**src/hw/rtl/ntoa_pkg.sv**
```systemverilog
// ----------------------------------------------------------------------------
// ntoa_pkg
// Shared types and constants for the number-to-ASCII formatter.
// ----------------------------------------------------------------------------
package ntoa_pkg;

  localparam int unsigned VALUE_W = 32;
  localparam int unsigned CHAR_W  = 8;
  localparam int unsigned DIGIT_W = 4;

  // Reciprocal of ten: q = (v * RECIP10) >> RECIP_SHIFT is exact for 32-bit v
  localparam logic [VALUE_W-1:0] RECIP10     = 32'hCCCC_CCCD;
  localparam int unsigned        RECIP_SHIFT = 35;
  localparam int unsigned        PROD_W      = 2 * VALUE_W;

  // Output format selector
  typedef enum logic [1:0] {
    FMT_UDEC  = 2'd0,
    FMT_SDEC  = 2'd1,
    FMT_FIXED = 2'd2,
    FMT_HEX   = 2'd3
  } fmt_t;

  localparam logic [CHAR_W-1:0] CH_ZERO  = 8'h30;  // '0'
  localparam logic [CHAR_W-1:0] CH_MINUS = 8'h2D;  // '-'
  localparam logic [CHAR_W-1:0] CH_DOT   = 8'h2E;  // '.'
  localparam logic [CHAR_W-1:0] CH_UPPER = 8'h41;  // 'A'
  localparam logic [DIGIT_W-1:0] TEN     = 4'hA;

  // One digit (decimal or hex) to its ASCII code
  function automatic logic [CHAR_W-1:0] digit_to_ascii(input logic [DIGIT_W-1:0] d);
    logic [CHAR_W-1:0] code;
    if (d < TEN) begin
      code = CH_ZERO + {4'd0, d};
    end else begin
      code = CH_UPPER + {4'd0, d - TEN};
    end
    return code;
  endfunction

endpackage

```
**src/hw/rtl/number_to_ascii_formatter.sv**
```systemverilog
// ----------------------------------------------------------------------------
// number_to_ascii_formatter
// Prints a 32-bit value as ASCII text, one character per cycle, MSB first.
// ----------------------------------------------------------------------------
// Usage:
//   A request is taken when start is high and busy is low: action selects
//   unsigned decimal, signed decimal, fixed point with one decimal, or
//   upper-case hex; value is the number. busy stays high until the last
//   character has been driven.
//   Each character appears on char_code for one cycle with strobe high;
//   last marks the final character. The receiver cannot stall the block.
// Timing:
//   Decimal digits come from a shared divide-by-ten unit (reciprocal
//   multiply), one digit per pass through S_MUL then S_DIG, stored in a
//   ten-entry digit buffer, then read back one character per cycle. Hex
//   digits go into the same buffer one nibble per S_HEX step. Decimal
//   text has D digits, at most 10; hex text at most 8. In every format
//   the first character leaves only once every digit is in the buffer.
// Reset:
//   rst (synchronous) returns the sequencer to idle and drops strobe.
// ----------------------------------------------------------------------------
module number_to_ascii_formatter (
  input  logic                          clk,
  input  logic                          rst,
  input  logic                          start,
  output logic                          busy,
  input  logic [1:0]                    action,
  input  logic [ntoa_pkg::VALUE_W-1:0]  value,
  output logic                          strobe,
  output logic [ntoa_pkg::CHAR_W-1:0]   char_code,
  output logic                          last
);
  import ntoa_pkg::*;

  localparam int unsigned MAX_DIGITS = 10;
  localparam int unsigned IDX_W      = $clog2(MAX_DIGITS);
  localparam int unsigned CNT_W      = $clog2(MAX_DIGITS + 1);

  typedef enum logic [2:0] {
    S_IDLE,
    S_MUL,
    S_DIG,
    S_HEX,
    S_SIGN,
    S_EMIT
  } state_t;

  state_t              state;
  fmt_t                fmt;
  logic                neg;
  logic                dot_done;
  logic [VALUE_W-1:0]  mag;
  logic [CNT_W-1:0]    cnt;
  logic [DIGIT_W-1:0]  digits [MAX_DIGITS];

  logic [VALUE_W-1:0]  quotient;
  logic [DIGIT_W-1:0]  remainder;
  logic [IDX_W-1:0]    wr_idx;
  logic [IDX_W-1:0]    rd_idx;
  logic                dec_done;

  ntoa_div10 u_div10 (
    .clk       (clk),
    .operand   (mag),
    .quotient  (quotient),
    .remainder (remainder)
  );

  assign busy   = (state != S_IDLE);
  assign wr_idx = IDX_W'(cnt);
  assign rd_idx = IDX_W'(cnt - CNT_W'(1));

  // Fixed point needs at least two digits so the integer part shows "0"
  assign dec_done = (quotient == '0) &&
                    ((fmt != FMT_FIXED) || (cnt != '0));

  // Sequencer, digit buffer and registered outputs
  always_ff @(posedge clk) begin
    strobe <= 1'b0;
    case (state)
      S_IDLE: begin
        if (start) begin
          fmt      <= fmt_t'(action);
          cnt      <= '0;
          dot_done <= 1'b0;
          if ((fmt_t'(action) == FMT_SDEC) && value[VALUE_W-1]) begin
            neg <= 1'b1;
            mag <= ~value + VALUE_W'(1);
          end else begin
            neg <= 1'b0;
            mag <= value;
          end
          state <= (fmt_t'(action) == FMT_HEX) ? S_HEX : S_MUL;
        end
      end
      S_MUL: begin
        state <= S_DIG;
      end
      S_DIG: begin
        digits[wr_idx] <= remainder;
        cnt            <= cnt + CNT_W'(1);
        mag            <= quotient;
        if (dec_done) begin
          state <= neg ? S_SIGN : S_EMIT;
        end else begin
          state <= S_MUL;
        end
      end
      S_HEX: begin
        digits[wr_idx] <= mag[DIGIT_W-1:0];
        cnt            <= cnt + CNT_W'(1);
        mag            <= {{DIGIT_W{1'b0}}, mag[VALUE_W-1:DIGIT_W]};
        if (mag[VALUE_W-1:DIGIT_W] == '0) begin
          state <= S_EMIT;
        end
      end
      S_SIGN: begin
        strobe    <= 1'b1;
        char_code <= CH_MINUS;
        last      <= 1'b0;
        state     <= S_EMIT;
      end
      S_EMIT: begin
        strobe <= 1'b1;
        if ((fmt == FMT_FIXED) && (cnt == CNT_W'(1)) && !dot_done) begin
          // decimal point before the fraction digit
          char_code <= CH_DOT;
          last      <= 1'b0;
          dot_done  <= 1'b1;
        end else begin
          char_code <= digit_to_ascii(digits[rd_idx]);
          last      <= (cnt == CNT_W'(1));
          cnt       <= cnt - CNT_W'(1);
          if (cnt == CNT_W'(1)) begin
            state <= S_IDLE;
          end
        end
      end
      default: begin
        state <= S_IDLE;
      end
    endcase
    if (rst) begin
      state  <= S_IDLE;
      strobe <= 1'b0;
    end
  end

endmodule

```
**src/hw/rtl/ntoa_div10.sv**
```systemverilog
// ----------------------------------------------------------------------------
// ntoa_div10
// Divide-by-ten unit: registered reciprocal multiply, then quotient and
// remainder in the following cycle. The operand must hold for both cycles.
// ----------------------------------------------------------------------------
module ntoa_div10 (
  input  logic                          clk,
  input  logic [ntoa_pkg::VALUE_W-1:0]  operand,
  output logic [ntoa_pkg::VALUE_W-1:0]  quotient,
  output logic [ntoa_pkg::DIGIT_W-1:0]  remainder
);
  import ntoa_pkg::*;

  logic [PROD_W-1:0]  prod;
  logic [VALUE_W-1:0] times_ten;

  // Reciprocal product, registered
  always_ff @(posedge clk) begin
    prod <= {{VALUE_W{1'b0}}, operand} * {{VALUE_W{1'b0}}, RECIP10};
  end

  // Quotient from the high product bits; remainder by back-multiply
  assign quotient  = {{RECIP_SHIFT-VALUE_W{1'b0}}, prod[PROD_W-1:RECIP_SHIFT]};
  assign times_ten = {quotient[VALUE_W-4:0], 3'b000} + {quotient[VALUE_W-2:0], 1'b0};
  assign remainder = DIGIT_W'(operand - times_ten);

endmodule

```
**config.mk**
```make
export PLATFORM = sky130hd
export DESIGN_NAME = number_to_ascii_formatter
export DESIGN_NICKNAME = d
export VERILOG_FILES = /design/src/hw/rtl/ntoa_pkg.sv /design/src/hw/rtl/number_to_ascii_formatter.sv /design/src/hw/rtl/ntoa_div10.sv
export SDC_FILE = /design/constraint.sdc
export NUM_CORES = 1
export LEC_CHECK = 0
export BUFFER_PORTS_ARGS = -buffer_cell sky130_fd_sc_hd__buf_4
export CAP_MARGIN = 30
export CORE_MARGIN = 3
export CORE_UTILIZATION = 50
export CTS_BUF_LIST = sky130_fd_sc_hd__clkbuf_16
export DETAILED_ROUTE_END_ITERATION = 12
export GPL_TIMING_DRIVEN = 0
export PLACE_DENSITY = 0.74
export SYNTH_ARGS = -nofsm -noshare
export SYNTH_HDL_FRONTEND = slang
export SYNTH_SLANG_ARGS = --single-unit
```
**constraint.sdc**
```tcl
create_clock -name clk -period 14.5 [get_ports clk]
set_input_delay 2.9 -clock clk [delete_from_list [all_inputs] [get_ports clk]]
set_output_delay 2.9 -clock clk [all_outputs]
set_load 0.02 [all_outputs]
```
### Yosys cells after proc, flatten, opt, wreduce, memory -nomap -nowiden

Memory sizes are Yosys's and may differ from the RTL's.
Cells that the tools add are included.

* $add $sub $neg: 8
* $mul: 1
* divide/modulo/power cells: 0
* order comparisons: 1
* equality and inequality tests: 15
* shifts and indexed selects: 0
* mux-type cells: 29
* bitwise gates (word level): 2
* reduce and logical (&&, ||, !) cells: 22

Operators by type and width (count)
* $pmux 32 s3: 1
* $mul 32x32->64 const B: 1
* $mux 32: 2
* $add 32x1->32 const B: 1
* $logic_not 32->1: 1
* $not 32->32: 1
* $logic_not 28->1: 1
* $pmux 3 s6: 1
* $mux 8: 2
* $pmux 8 s2: 1
* $mux 3: 5
* $mux 4: 3
* $ne 2x2->1 const B: 6
* $pmux 4 s3: 1
* $mux 1: 10
* $reduce_bool 3->1: 3
* $add 7x4->8 const A: 1
* $add 6x4->7 const A: 1
* $eq 3x2->1 const B: 2
* $eq 3x3->1 const B: 2
* $reduce_and 3->1: 2
* $add 4x1->4 const B: 1
* $add 4x4->4: 1
* $eq 2x2->1 const B: 2
* other kinds (19): 26

* bits in registers: 117
* bits in latches: 0
* memory bits (writable): 40
* bits in read-only memories: 0
* input port bits: 37
* output and inout bits: 11
* memories: 1

Memories
* digits: depth 10, bits a word 4, read ports 1, clocked after memory_dff 0, write ports 1, line number_to_ascii_formatter.sv:54 `logic [DIGIT_W-1:0] digits [MAX_DIGITS];`

### Depth between registers and ports, before layout

An unclocked memory read counts as a cell.

* depth after elaboration: 7
* depth in mapped cells: 26
* mapped depth without buffers: 26

### Modules after synthesis

From an unflattened synthesis, not the netlist that was laid out.

* cells, all modules: 2251
* area total of the unflattened synthesis: 22959.5 µm²

Modules (own cells, without submodules)
* ntoa_div10: times used 1, cells an instance 1794, area each 17688.2 µm², seq. area each 580.6 µm²
* number_to_ascii_formatter: times used 1, cells an instance 457, area each 5271.3 µm², seq. area each 2722.6 µm²

### Worst setup path after synthesis

Ideal clock, no wire load.

* kind: register to register
* from: register mag[18]
* to: register u_div10.prod[56]
* setup time: 0.103 ns
* data arrival time: 6.655 ns
* required time: 14.397 ns
* setup slack: 7.741 ns
* stages on the path, launching flop included: 26
* path buffers: 0
* period minus slack after synthesis: 6.759 ns
* cell sequence: edfxtp_1 inv_1 ha_1 inv_1 fa_1 inv_1 fa_1 inv_1 fa_1 inv_1 fa_1 fa_1 fa_1 inv_1 fa_1 inv_1 ha_1 a21oi_1 nand2_1 a221oi_2 nor3_1 a2111oi_2 nand2_2 a21o_4 mux2i_1 a2111oi_2

* word-level cells in the longest chain between the ends: 1

Ends and longest elaborated chain
* start: declaration: line number_to_ascii_formatter.sv:52 `logic [VALUE_W-1:0] mag;`
* start signal: assignment: line number_to_ascii_formatter.sv:88 `mag <= ~value + VALUE_W'(1);`
* start signal: assignment: line number_to_ascii_formatter.sv:91 `mag <= value;`
* start signal: assignment: line number_to_ascii_formatter.sv:102 `mag <= quotient;`
* $mul 32x32->64: line ntoa_div10.sv:19 `prod <= {{VALUE_W{1'b0}}, operand} * {{VALUE_W{1'b0}}, RECIP10};`
* end signal: assignment: line ntoa_div10.sv:19
* end: declaration: line ntoa_div10.sv:14 `logic [PROD_W-1:0] prod;`

Every way passes these cells.
A chain may end at the register's enable or synchronous reset.

### Worst setup path after layout

* from: register mag[6]
* to: register u_div10.prod[61]

Same word-level chain as after synthesis.

==> qor.csv <==
stage;metric;value;unit
outcome;status;completed;
floorplan;core_area;44800;um^2
logic_synthesis;ys_async_sr_fraction;0;%
clocking;cts.sinks;121;
sta;fmax;121;MHz
clocking;postCtsSetupBuffers;0;
worst_hold_path;worst_hold_path_type;reg2reg;
detailed_routing;vias;16500;
placed_design;io_buffer_count;46;
logic_synthesis;ys.flop_type;edfxtp_1;
final_layout;multiInputGateArea;17300;um^2
sta;finalSetupTns;0;ns
final_layout;nets;3120;
sta;tightest_slew;1.00;ns
detailed_routing;ant_nets;0;
logic_synthesis;synth_seq_cells;121;
detailed_routing;drc;0;
detailed_routing;firstDrtPassIters;5;
floorplan;chipHeight;221;um
logic_synthesis;ys_seq_area_share;14.4;%
final_layout;seqCellArea;3300;um^2
floorplan;die_area;48600;um^2
detailed_routing;routed_wl;64800;um
sta;relSlewSlack;32.3;%
logic_synthesis;synth_cells;2262;
clocking;cts_made_buffers;17;
floorplan;ios;48;
logic_synthesis;syn-mean-instance-area;10.2;um^2
clocking;path_clk_slew;0.06;ns
worst_setup_path;reg2reg_slack;6.25;ns
worst_setup_path;endpoint_kind;flip-flop;
sta;final.period_utilization;56.9;%
global_routing;first_global_vias;17900;
sta;min_period;8.25;ns
worst_hold_path;hold_end;state[2]$_SDFFE_PP0P_;
worst_hold_path;hold_start;state[2]$_SDFFE_PP0P_;
worst_setup_path;crit-reg2reg-capture;u_div10.prod[61]$_DFF_P_;
sta;setup_ws;6.25;ns
floorplan;die_w;221;um
placed_design;gp_congestion;1.05;
run;drv_cap;0;
worst_setup_path;crit_type;reg2reg;
logic_synthesis;post_synth_num_cell_types;86;
global_routing;grt_pass1_wl;101000;um
worst_setup_path;crit_path_start_kind;flip-flop;
global_routing;grt_max_degree;20;
final_layout;fillers;3941;
clocking;root_buffer;clkbuf_16;
global_routing;grt_remaining_overflow;0;
final_layout;drive_above_1_share;5.25;%
global_routing;grt_antenna_before_repair;1;
sta;skew;0.00946;ns
placed_design;dpl.hpwl;56500;um
worst_setup_path;r2r_cells;21;
global_routing;globalRouteTotalUtil;28.0;%
placed_design;post-place-ws;6.32;ns
logic_synthesis;synth_area_leaders;fa_1 34%, ha_1 20%, edfxtp_1 11%;
clocking;cts-htree-levels;4;
clocking;cts_tree;yes;
placed_design;placed_area;24100;um^2
logic_synthesis;syn_area;23000;um^2
logic_synthesis;synth-warning-count;0;
detailed_routing;viasPerCell;5.61;
detailed_routing;drt_iter0_drc;1416;
worst_setup_path;worstPathRequired;14.84;ns
sta;rsz0062_at_grt;false;
worst_setup_path;r2r_start;mag[6]$_DFFE_PP_;
clocking;post_cts_resized;0;
sta;hold_viol_final;0;
sta;setup-violations-final;0;
sta;hold_slack;0.604;ns
logic_synthesis;syn-num-nets;3054;
worst_setup_path;cp_data_arrival_time;8.59;ns
floorplan;start_util;51.4;%
logic_synthesis;yosys.area.top_type_share;33.6;%
clocking;cts_hold_buf;0;
final_layout;area_delta_synth_final;7.15;%
floorplan;num_rows;77;
clocking;clock_latency;0.42;ns
logic_synthesis;yosysTopAreaCell;fa_1;
worst_hold_path;holdPathStages;2;
clocking;clock_path_buffers;2;
sta;maxSlewViolCount;0;
detailed_routing;wire_per_inst;22.1;um
logic_synthesis;synth_edf_count;88;
final_layout;fin_area;24700;um^2
worst_setup_path;path_max_fanout;10;
==> synthesized netlist by cell type (all sizes together), types with 3 or more instances <==
library cell  number
a21o              50
buf               11
or3                5
nand2b             8
nand2             77
nor2b             11
o41ai              4
nand4             13
a221o              3
a211oi             7
edfxtp            88
xor2              66
a21boi             3
fa               386
a2111oi            5
o21bai             6
and3              10
a31oi             11
and2              13
a311oi             3
nor4              15
o21a               6
ha               369
xnor2             49
or4                3
dfxtp             33
nor3b              3
and4               6
nand3             23
mux4               8
clkbuf            26
o31ai              7
mux2i             31
o211ai             6
o21ai             62
nor3              20
a21oi            107
nor2              81
inv              598
==> worst max-delay path, stage by stage, from the launching register on <==
cell      delay, ns
edfxtp_1       0.74
inv_1          0.10
ha_1           0.50
clkbuf_1       0.32
xor2_1         0.67
a21o_1         0.32
fa_1           0.48
fa_1           0.61
fa_1           0.46
fa_1           0.51
fa_1           0.42
ha_1           0.29
ha_1           0.28
clkbuf_1       0.29
and4_1         0.31
nand2_1        0.14
a311oi_2       0.67
o311ai_1       0.30
a21bo_1        0.28
nor2b_4        0.14
o21ai_2        0.14
xor2_1         0.19
==> through the flow <==
step / util (%) / cells
5_1_grt: 55.0 / 2933
3_3_place_gp: 53.8 / 2900
2_1_floorplan: - / 2262
3_5_place_dp: 53.8 / 2901
6_report: 55.0 / 2934
4_1_cts: 55.0 / 2933
==> layout make-up <==
type / instances / share of cell area (%)
Antenna cell: 1 / 0.0102
Buffer: 37 / 0.599
Clock buffer: 17 / 1.73
Clock inverter: 15 / 0.416
Inverter: 598 / 9.11
Multi-Input combinational cell: 1506 / 70.2
Sequential cell: 121 / 13.4
Tap cell: 592 / 3.00
Timing Repair Buffer: 47 / 1.51
==> state kept, by name, summed over array words and instances, names as in the netlist <==
register / flops
u_div10.prod: 29
dot_done: 1
strobe: 1
cnt: 4
neg: 1
digits: 40
char_code: 7
fmt: 2
last: 1
state: 3
mag: 32
==> cell families after synthesis <==
group | share of synthesized area, %
muxes | 2.23
xor gates and xnor gates | 4.38
AOI/OAI and AO/OA | 8.43
adders and majority gates | 53.7
and+or+nand+nor | 6.54
DFF | 14.4
buffers and inverters | 10.4
other | 0.0163
==> layout by cell type, fill, tap and decap left out, drive strengths merged, types with 4 or more instances in the layout <==
master / n
o21bai: 6
nand2: 77
xor2: 66
fa: 386
nor4: 15
inv: 601
mux2i: 31
nand2b: 8
and4: 6
nor2: 81
dfxtp: 33
and3: 10
a211oi: 7
clkinv: 9
or3: 5
edfxtp: 88
a21o: 50
mux4: 8
a2111oi: 5
ha: 369
xnor2: 49
o21a: 6
o21ai: 62
and2: 13
nor2b: 11
clkbuf: 43
a31oi: 11
o211ai: 6
o31ai: 7
nand4: 13
nor3: 20
a21oi: 107
nand3: 23
buf: 58
o41ai: 4
==> how the worst max path moves through the flow <==
stage / startpoint / endpoint / slack [ns] / depth (start not counted)
after floorplan: mag[18]$_DFFE_PP_ / u_div10.prod[56]$_DFF_P_ / 7.74 / 25
after global placement: mag[8]$_DFFE_PP_ / u_div10.prod[61]$_DFF_P_ / 6.30 / 23
after detailed placement: mag[8]$_DFFE_PP_ / u_div10.prod[61]$_DFF_P_ / 6.32 / 23
after CTS: mag[8]$_DFFE_PP_ / u_div10.prod[61]$_DFF_P_ / 6.26 / 23
after global routing: mag[8]$_DFFE_PP_ / u_div10.prod[61]$_DFF_P_ / 5.94 / 23
final: mag[6]$_DFFE_PP_ / u_div10.prod[61]$_DFF_P_ / 6.25 / 21
==> per-layer routing <==
metal  GRT usage (%)  vias up  part of all wire [%]
li1                -     7372                     -
met1            37.5     8310                    41
met2            45.9      646                    47
met3            4.44      134                   7.3
met4            11.0        2                   4.7
met5               0        -                 0.020
Power is left out: the tool's default activity adds up to more than one toggle a clock period on the data nets, which glitch-free logic cannot reach.
